$ cat src/hdl/mhpq_pkg.sv
package mhpq_pkg;

   localparam int OP_W  = 2;
   localparam int ST_W  = 3;
   localparam int ID_W  = 16;
   localparam int KEY_W = 16;
   localparam int OCC_W = 9;

   localparam logic [OP_W-1:0] OP_INSERT = 2'd0;
   localparam logic [OP_W-1:0] OP_UPDATE = 2'd1;
   localparam logic [OP_W-1:0] OP_POP    = 2'd2;
   localparam logic [OP_W-1:0] OP_NOP    = 2'd3;

   localparam logic [ST_W-1:0] ST_OK        = 3'd0;
   localparam logic [ST_W-1:0] ST_FULL      = 3'd1;
   localparam logic [ST_W-1:0] ST_UPD_EMPTY = 3'd2;
   localparam logic [ST_W-1:0] ST_KEY_UP    = 3'd3;
   localparam logic [ST_W-1:0] ST_NOT_FOUND = 3'd4;
   localparam logic [ST_W-1:0] ST_POP_EMPTY = 3'd5;

   typedef struct packed {
      logic [OP_W-1:0]  op;
      logic [ID_W-1:0]  item_id;
      logic [KEY_W-1:0] key;
   } req_type;

   typedef struct packed {
      logic [ST_W-1:0]  status;
      logic [ID_W-1:0]  popped_id;
      logic [KEY_W-1:0] popped_key;
      logic [OCC_W-1:0] occupancy;
   } rsp_type;

endpackage

$ cat src/hdl/mhpq_front.sv
module mhpq_front
   import mhpq_pkg::*;
(
   input  logic    clock,
   input  logic    reset,
   input  logic    req_push,
   output logic    req_full,
   input  req_type req_word,
   output logic    cmd_valid,
   input  logic    cmd_take,
   output req_type cmd_word
);
   // two-entry queue between front and back
   req_type    q_ff [2];
   req_type    q_in [2];
   logic [1:0] cnt_ff, cnt_in;
   logic       push, take;

   assign req_full  = (cnt_ff == 2'd2);
   assign push      = req_push && !req_full;
   assign cmd_valid = (cnt_ff != 2'd0);
   assign take      = cmd_take && cmd_valid;
   assign cmd_word  = q_ff[0];

   always_comb begin
      q_in[0] = q_ff[0];
      q_in[1] = q_ff[1];
      cnt_in  = cnt_ff;
      if (take) begin
         q_in[0] = q_ff[1];
         cnt_in  = cnt_in - 2'd1;
      end
      if (push) begin
         q_in[cnt_in[0]] = req_word;
         cnt_in          = cnt_in + 2'd1;
      end
   end

   always_ff @(posedge clock) begin
      q_ff[0] <= q_in[0];
      q_ff[1] <= q_in[1];
      if (reset) begin
         cnt_ff <= 2'd0;
      end else begin
         cnt_ff <= cnt_in;
      end
   end
endmodule

$ cat config.mk
export PLATFORM = sky130hd
export DESIGN_NAME = mhpq_front
export DESIGN_NICKNAME = d
export VERILOG_FILES = /design/src/hdl/mhpq_pkg.sv /design/src/hdl/mhpq_front.sv
export SDC_FILE = /design/constraint.sdc
export NUM_CORES = 1
export LEC_CHECK = 0
export ABC_AREA = 1
export CORE_MARGIN = 8
export CORE_UTILIZATION = 45
export DETAILED_ROUTE_END_ITERATION = 12
export DONT_BUFFER_PORTS = 1
export PLACE_DENSITY = 0.61
export RECOVER_POWER = 100
export SLEW_MARGIN = 40
export SYNTH_ARGS = -nofsm -noshare
export SYNTH_HDL_FRONTEND = slang
export SYNTH_SLANG_ARGS = --single-unit
$ cat constraint.sdc
create_clock -name clock -period 2.94 [get_ports clock]
set_clock_uncertainty 0.05 [all_clocks]
set_input_delay 0.147 -clock clock [delete_from_list [all_inputs] [get_ports clock]]
set_output_delay 0.147 -clock clock [all_outputs]
set_load 0.02 [all_outputs]
==> results.py, run 1 <==
metrics = {
    "timing": {
        "hold_violations": 0,
        "drv_slew": 0,
        "finalCriticalPeriod_ps": 2330,
        "maxSlewHeadroom_pct": 39.8,
        "tns_ps": 0,
        "tightest_slew_ps": 903,
        "max_freq_mhz": 429,
        "fin_crit_sh_pct": 79.3,
        "rsz0062_at_grt": "no",
        "setup_viol": 0,
    },
    "power": {
        "vdd_drop_max_mv": 0.429,
        "clkPwrFrac_pct": 21.1,
        "power_density_mw_per_mm2": 1050,
        "comb_power_share_pct": 25.6,
        "p_sw_mw": 1.38,
        "intPower_mw": 2.16,
        "p_sw_share_pct": 38.9,
        "p_leak_nw": 1.58,
        "seq_power_share_pct": 53.4,
    },
    "grt": {
        "antenna_found_initial": 0,
        "grt_pass1_wl_mm": 9.58,
        "grt_usage_pct": 12.4,
        "grt_pass1_vias": 1954,
        "gr-total-overflow": 0,
        "grt_max_degree": 39,
    },
    "finish": {
        "finalInstanceArea_mm2": 0.00338,
        "layoutNonFillerInstCount": 437,
        "final_util_pct": 50.5,
        "diodes": 0,
        "nets": 393,
        "fillerInstances": 633,
        "register_area_mm2": 0.00174,
        "area_delta_synth_final_pct": 11.1,
        "multi_input_area_um2": 805,
        "drive_gt1_share_pct": 5.60,
    },
    "clock_tree": {
        "clock_latency_ps": 320,
        "cts-buffers-inserted": 9,
        "cts_max_path_buffers": 2,
        "cts-root-buf": "clkbuf_8",
        "cts_tree": "yes",
        "path_clk_slew_ps": 60,
        "htreeDepth": 3,
        "numClockSinks": 70,
    },
    "detailed_routing": {
        "ant_nets": 0,
        "drt_iter0_drc": 94,
        "vias_per_cell": 4.46,
        "drtPass1Iterations": 4,
        "drt_wl_total_mm": 5.70,
        "vias": 1951,
        "post-route-drc-count": 0,
        "wl_per_cell_um": 13.0,
    },
    "setup_path": {
        "critPathKind": "flop to flop",
        "arrival_ps": 2170,
        "required_ps": 2770,
        "start_kind": "flop",
        "cp-end-kind": "flop",
        "critPathMaxFanout": 34,
    },
    "synth": {
        "synth_seq_cells": 70,
        "synthFlopType": "dfxtp_1",
        "synth_top_area_share_pct": 33.6,
        "yosysTopAreaCell": "edfxtp_1",
        "syn_nets": 390,
        "synth_edf_count": 34,
        "synth_area_mm2": 0.00304,
        "synth_most_common_cell": "nand2_1",
        "ys_seq_area_share_pct": 57.3,
        "async_flop_share_pct": 0,
        "synth_cell_types": 16,
        "synth_common_cells": "145 x nand2_1, 39 x inv_1, 36 x dfxtp_1",
        "syn_avg_cell_area_um2": 8.71,
        "ys_top_cells_by_area": "edfxtp_1 34%, dfxtp_1 24%, nand2_1 18%, buf_4 8.4%, inv_1 4.8%",
        "syn_inst": 349,
        "yosys_warnings": 0,
    },
    "die": {
        "rows": 30,
        "core-area_mm2": 0.00668,
        "start_util_pct": 45.5,
        "die_y_um": 98.2,
        "io_pins": 74,
        "die_area_mm2": 0.00964,
        "die_w_um": 98.2,
    },
    "place": {
        "post_dp_cell_area_mm2": 0.00285,
        "dp.final_hpwl_mm": 3.44,
        "portBuffers": 0,
        "gp_congestion": 0.659,
        "place_inst": 386,
    },
    "run_status": {
        "status": "finished, final reports clean",
    },
    "hold_path": {
        "min_path_type": "input port to flop",
    },
    "run": {
        "max_cap_viol_count": 0,
    },
}
-- layout make-up --
type,count,area share [%]
clock buffers,14,4.52
clock inverters,2,1.04
inverters,41,4.56
multi-input cells,191,23.8
flip-flops and latches,70,51.6
well taps,80,2.97
repair buffers,39,11.5
-- critical path, cell delays in order, from the launching register on --
cell,delay [ps]
dfxtp_1,340
inv_1,90
ha_1,240
inv_1,220
nand2_2,80
nand2_1,100
nand2_1,70
ha_1,170
clkbuf_2,510
-- routing by layer --
| metal | share of wire [%] | wire [um] | GRT usage (%) | vias up |
|---|---|---|---|---|
| met3 | 7.7 | 441 | 5.33 | 2 |
| met5 | 0 | 0 | 0 | - |
| met1 | 45 | 2560 | 13.6 | 847 |
| met2 | 47 | 2670 | 20.9 | 53 |
| li1 | - | - | - | 1049 |
| met4 | 0.47 | 27 | 4.60 | 0 |
-- logic make-up (layout without fill, tap and decap cells) --
family | after synthesis | count (layout) | share of synthesized area, %
DFF | 70 | 70 | 57.3
and+or+nand+nor | 154 | 154 | 19.6
AOI/OAI and AO/OA | 34 | 34 | 5.60
buffers and inverters | 88 | 96 | 16.2
adders and majority gates | 3 | 3 | 1.24
-- cells in the final DEF (no fill, tap or decap) --
cell type,count
nor2_4,1
dfxtp_1,36
nor2_1,4
dlygate4sd3_1,35
buf_12,1
clkinv_2,1
o21ai_0,33
nand2_2,1
clkbuf_2,2
ha_1,3
inv_1,40
clkbuf_8,10
nand3_2,1
clkbuf_1,4
nand3_1,2
bufinv_16,1
buf_4,1
inv_2,1
nand2_1,145
o21ai_1,1
edfxtp_1,34
-- through the flow --
step	total power, mW	setup WS, ps	hold slack (ps)
after global routing	3.83	422	141
after global placement	2.79	837	171
after detailed placement	2.81	792	174
after floorplan	2.92	603	168
after CTS	3.61	776	91.0
final	3.53	607	107
-- power by group through the flow --
stage          clock network (mW)  logic (mW)  registers, mW
3_3_place_gp                    0       0.876           1.91
5_1_grt                     0.814        1.08           1.94
2_1_floorplan                   0        1.38           1.54
4_1_cts                     0.772       0.942           1.90
3_5_place_dp                    0       0.889           1.92
6_report                    0.744       0.904           1.88
-- timing repair --
item / 4_1_cts / 5_1_grt
endpoints found under the hold margin: 70 / 0
hold buffers: 35 / 0
setup buffers: 0 / 0
gates resized for setup: 0 / 0
-- worst paths after layout --
check                            start                   end  slack, ps  depth (start not counted)
setup / recovery  cnt_ff[0]$_SDFF_PP0_                  flop        610                          8
hold / removal                cmd_take  cnt_ff[1]$_SDFF_PP0_        110                          4
setup reg to reg  cnt_ff[0]$_SDFF_PP0_                  flop        610                          8
hold reg to reg                   flop   q_ff[0][12]$_DFF_P_        480                          4
Power figures use the tool's default switching activity.
==> run 2: changes to the inputs <==
==> constraint.sdc (replaced) <==
create_clock -name clock -period 2.3 [get_ports clock]
set_clock_uncertainty 0.05 [all_clocks]
set_input_delay 0.115 -clock clock [delete_from_list [all_inputs] [get_ports clock]]
set_output_delay 0.115 -clock clock [all_outputs]
set_load 0.02 [all_outputs]
==> run 2 against run 1 <==
  * Clock power increased by 60%
  * Combinational power increased by 29%
  * Final area increased by 1.8%
  * Hold slack got worse by 49 ps
  * Worst setup slack got worse by 180 ps
  * Die area unchanged
  * Non-clock buffer count increased by 1
  * Largest power group unchanged
  * Highest routed layer unchanged
==> results.py, run 2 (synthesis results as in run 1) <==
metrics = {
    "die": {
        "io_pins": 74,
        "rows": 30,
        "core-area_mm2": 0.00668,
        "start_util_pct": 45.5,
        "die_w_um": 98.2,
        "die_y_um": 98.2,
        "die_area_mm2": 0.00964,
    },
    "setup_path": {
        "critPathKind": "flop to flop",
        "cp-end-kind": "flop",
        "critPathMaxFanout": 34,
        "start_kind": "flop",
        "arrival_ps": 1890,
        "reg2reg_depth": 8,
        "ff2ff_setup_slack_ps": 430,
        "required_ps": 2320,
        "r2r_start": "cnt_ff[0]$_SDFF_PP0_",
    },
    "run": {
        "max_cap_viol_count": 0,
    },
    "clock_tree": {
        "ctsResizeCount": 0,
        "numClockSinks": 70,
        "cts_max_path_buffers": 2,
        "cts_tree": "yes",
        "cts-buffers-inserted": 9,
        "path_clk_slew_ps": 70,
        "clock_latency_ps": 330,
        "cts-root-buf": "clkbuf_8",
        "htreeDepth": 3,
    },
    "place": {
        "portBuffers": 0,
        "dp.final_hpwl_mm": 3.63,
        "gp_congestion": 0.657,
        "post_dp_cell_area_mm2": 0.00285,
    },
    "detailed_routing": {
        "ant_nets": 0,
        "drt_wl_total_mm": 5.76,
        "vias_per_cell": 4.46,
        "drtPass1Iterations": 4,
        "vias": 1947,
        "drt_iter0_drc": 78,
        "post-route-drc-count": 0,
        "wl_per_cell_um": 13.2,
    },
    "timing": {
        "rsz0062_at_grt": "no",
        "tns_ps": 0,
        "maxSlewHeadroom_pct": 73.2,
        "setup_viol": 0,
        "tightest_slew_ps": 401,
        "fin_hold_ws_ps": 58.7,
        "hold_violations": 0,
        "drv_slew": 0,
        "fin_crit_sh_pct": 81.4,
        "max_freq_mhz": 534,
        "finalCriticalPeriod_ps": 1870,
    },
    "run_status": {
        "status": "finished, final reports clean",
    },
    "grt": {
        "grt_usage_pct": 12.8,
        "grt_max_degree": 41,
        "grt_pass1_wl_mm": 9.86,
        "grt_pass1_vias": 2075,
        "gr-total-overflow": 0,
        "antenna_found_initial": 0,
    },
    "power": {
        "vdd_drop_max_mv": 0.559,
        "power_density_mw_per_mm2": 1390,
        "p_leak_nw": 1.60,
    },
    "finish": {
        "finalInstanceArea_mm2": 0.00344,
        "nets": 394,
        "layout_commonest_cell": "nand2_1",
        "diodes": 0,
        "mostFrequentLayoutCells": "146 x nand2_1, 40 x inv_1, 36 x dfxtp_1",
        "drive_gt1_share_pct": 6.16,
        "area_delta_synth_final_pct": 13.1,
        "fillerInstances": 626,
    },
    "hold_path": {
        "min_path_type": "input port to flop",
        "hold_start": "cmd_take",
        "min_delay_path_depth": 4,
        "holdPathEnd": "cnt_ff[1]$_SDFF_PP0_",
    },
}
==> run 2: final cells by class <==
cell class	instances	area [um2]	share of cell area [%]
Inverter	41	154	4.48
Clock inverter	5	106	3.09
Timing Repair Buffer	40	400	11.6
Sequential cell	70	1740	50.7
Multi-Input combinational cell	191	797	23.2
Clock buffer	10	138	4.00
Tap cell	80	100	2.91
==> run 2: layer usage <==
metal | wire (um) | GRT usage [%]
met5 | 0 | 0
met4 | 93 | 5.43
met3 | 398 | 5.12
met2 | 2860 | 23.0
met1 | 2410 | 12.9
==> run 2: how the worst max path moves through the flow <==
stage,from,endpoint,slack (ps),depth (start not counted)
6_report,cnt_ff[0]$_SDFF_PP0_,flop,430,8
2_1_floorplan,cnt_ff[0]$_SDFF_PP0_,flop,300,7
3_3_place_gp,cnt_ff[0]$_SDFF_PP0_,flop,530,5
4_1_cts,cnt_ff[0]$_SDFF_PP0_,flop,430,5
3_5_place_dp,cnt_ff[0]$_SDFF_PP0_,flop,450,5
5_1_grt,cnt_ff[0]$_SDFF_PP0_,q_ff[0][24]$_DFF_P_,270,9
==> run 2: timing repair <==
| item | in CTS | in global routing |
|---|---|---|
| hold buffers | 35 | 0 |
| hold endpoints to repair | 70 | 0 |
| setup buffers | 0 | 0 |
==> run 2: power by group <==
group | switching (mW) | internal (mW)
Combinational | 0.731 | 0.436
Clock | 0.446 | 0.748
Sequential | 0.605 | 1.80
Total | 1.78 | 2.98
==> run 2: worst max-delay path, cell delays in order, from the launching register on <==
cell,delay (ps)
dfxtp_1,360
inv_1,90
ha_1,250
inv_1,210
nand2_1,110
nand2_1,90
nand2_1,60
ha_1,210
buf_12,190
==> run 2: through the flow <==
stage | utilization [%] | cells | setup WS [ps] | power, mW
6_report | 51.4 | 437 | 429 | 4.76
5_1_grt | 51.4 | 437 | 271 | 5.17
4_1_cts | 51.6 | 437 | 433 | 4.88
3_5_place_dp | 42.7 | 387 | 448 | 3.60
2_1_floorplan | - | 349 | 299 | 3.73
3_3_place_gp | 42.7 | 387 | 526 | 3.55
==> run 3: changes to the inputs <==
==> constraint.sdc (replaced) <==
create_clock -name clock -period 1.8 [get_ports clock]
set_clock_uncertainty 0.05 [all_clocks]
set_input_delay 0.09 -clock clock [delete_from_list [all_inputs] [get_ports clock]]
set_output_delay 0.09 -clock clock [all_outputs]
set_load 0.02 [all_outputs]
==> run 3 against run 2 <==
  * Final cell count increased by 1.1%
  * Sequential share of layout area increased by 0.22 points
  * Total power rose by 20%
  * Fmax up 12%
  * Die area unchanged
  * First-iteration DRC count down 36%
  * Non-clock buffer count up 4
  * Routed wire length about the same
==> results.py, run 3 (synthesis results as in run 1) <==
metrics = {
    "run_status": {
        "status": "finished, final reports clean",
    },
    "timing": {
        "fin_crit_sh_pct": 92.9,
        "maxSlewHeadroom_pct": 78.0,
        "tns_ps": 0,
        "finalCriticalPeriod_ps": 1670,
        "tightest_slew_ps": 329,
        "drv_slew": 0,
        "rsz0062_at_grt": "no",
        "setup_viol": 0,
        "hold_violations": 0,
        "max_freq_mhz": 598,
    },
    "detailed_routing": {
        "drt_wl_total_mm": 5.76,
        "drtPass1Iterations": 4,
        "ant_nets": 0,
        "post-route-drc-count": 0,
        "vias": 1982,
        "wl_per_cell_um": 13.0,
        "vias_per_cell": 4.48,
        "drt_iter0_drc": 50,
    },
    "grt": {
        "grt_max_degree": 37,
        "grt_pass1_wl_mm": 9.63,
        "antenna_found_initial": 0,
        "gr-total-overflow": 0,
        "grt_pass1_vias": 1952,
        "grt_usage_pct": 12.7,
    },
    "setup_path": {
        "cp-end-kind": "flop",
        "arrival_ps": 1670,
        "critPathMaxFanout": 17,
        "start_kind": "flop",
        "reg2reg_depth": 7,
        "critPathKind": "flop to flop",
        "required_ps": 1790,
        "ff2ff_setup_slack_ps": 130,
        "r2r_start": "cnt_ff[0]$_SDFF_PP0_",
    },
    "place": {
        "portBuffers": 0,
        "post_dp_cell_area_mm2": 0.00293,
        "dp.final_hpwl_mm": 3.79,
        "gp_congestion": 0.687,
    },
    "clock_tree": {
        "numClockSinks": 70,
        "cts-buffers-inserted": 9,
        "cts_tree": "yes",
        "path_clk_slew_ps": 70,
        "clock_latency_ps": 330,
        "cts-root-buf": "clkbuf_8",
        "cts_max_path_buffers": 2,
        "htreeDepth": 3,
        "post_cts_buffers": 0,
    },
    "die": {
        "start_util_pct": 45.5,
        "io_pins": 74,
        "core-area_mm2": 0.00668,
        "die_area_mm2": 0.00964,
        "die_w_um": 98.2,
        "rows": 30,
        "die_y_um": 98.2,
    },
    "finish": {
        "fillerInstances": 633,
        "mostFrequentLayoutCells": "145 x nand2_1, 39 x inv_1, 36 x dfxtp_1",
        "nets": 398,
        "final_util_pct": 51.2,
        "diodes": 0,
        "drive_gt1_share_pct": 6.91,
        "area_delta_synth_final_pct": 12.6,
        "layout_commonest_cell": "nand2_1",
        "finalInstanceArea_mm2": 0.00342,
    },
    "hold_path": {
        "min_delay_path_depth": 4,
        "holdPathEnd": "cnt_ff[1]$_SDFF_PP0_",
        "min_path_type": "input port to flop",
        "hold_start": "cmd_take",
    },
    "run": {
        "max_cap_viol_count": 0,
    },
    "power": {
        "power_density_mw_per_mm2": 1670,
        "p_leak_nw": 1.59,
        "vdd_drop_max_mv": 0.798,
    },
}
==> run 3: worst max-delay path by stage <==
stage | cells past startpoint | slack, ps | end | start
after floorplan | 7 | 4 | flop | cnt_ff[0]$_SDFF_PP0_
after global placement | 5 | 180 | flop | cnt_ff[0]$_SDFF_PP0_
after detailed placement | 8 | 140 | flop | cnt_ff[0]$_SDFF_PP0_
after CTS | 8 | 120 | flop | cnt_ff[0]$_SDFF_PP0_
after global routing | 8 | 20 | flop | cnt_ff[0]$_SDFF_PP0_
final | 7 | 130 | flop | cnt_ff[0]$_SDFF_PP0_
==> run 3: area by class of cell <==
class	count	area, um2	share of cell area, %
clock buffer	14	153	4.46
clock inverter	2	10.0	0.293
inverter	41	154	4.50
multi-input combinational	191	817	23.9
sequential	70	1740	50.9
tap	80	100	2.93
timing repair buffer	44	447	13.1
==> run 3: what timing repair did <==
| item | in CTS | in global routing |
|---|---|---|
| hold buffers | 35 | 0 |
| endpoints found under the setup margin | 0 | 1 |
| gates resized for setup | 0 | 1 |
| hold endpoints to repair | 70 | 0 |
==> run 3: power by group <==
part	internal (mW)	switching, mW
logic	0.629	0.958
registers	2.30	0.768
clock network	0.536	0.536
total	3.46	2.26
==> run 3: worst max-delay path, cell delays in order (launching register included) <==
cell     delay, ps
dfxtp_1        340
inv_1           80
ha_1           250
nor2_4         130
nand2_1         90
nand2_1        100
ha_4           160
buf_12         160
==> run 3: metal layers <==
layer	track usage, %	share of wire [%]	routed length, um
met1	13.6	44	2530
met5	0	0	0
met3	6.05	8.3	479
met4	6.85	1.8	102
met2	20.3	46	2650
==> run 3: per-stage QoR <==
stage | total power [mW] | hold slack [ps] | instances | setup WS (ps)
3_5_place_dp | 4.72 | 117 | 391 | 135
5_1_grt | 6.20 | 85.1 | 442 | 15.2
2_1_floorplan | 4.79 | 111 | 349 | 4.35
3_3_place_gp | 4.68 | 117 | 391 | 178
6_report | 5.72 | 54.7 | 442 | 128
4_1_cts | 5.89 | 45.5 | 442 | 124
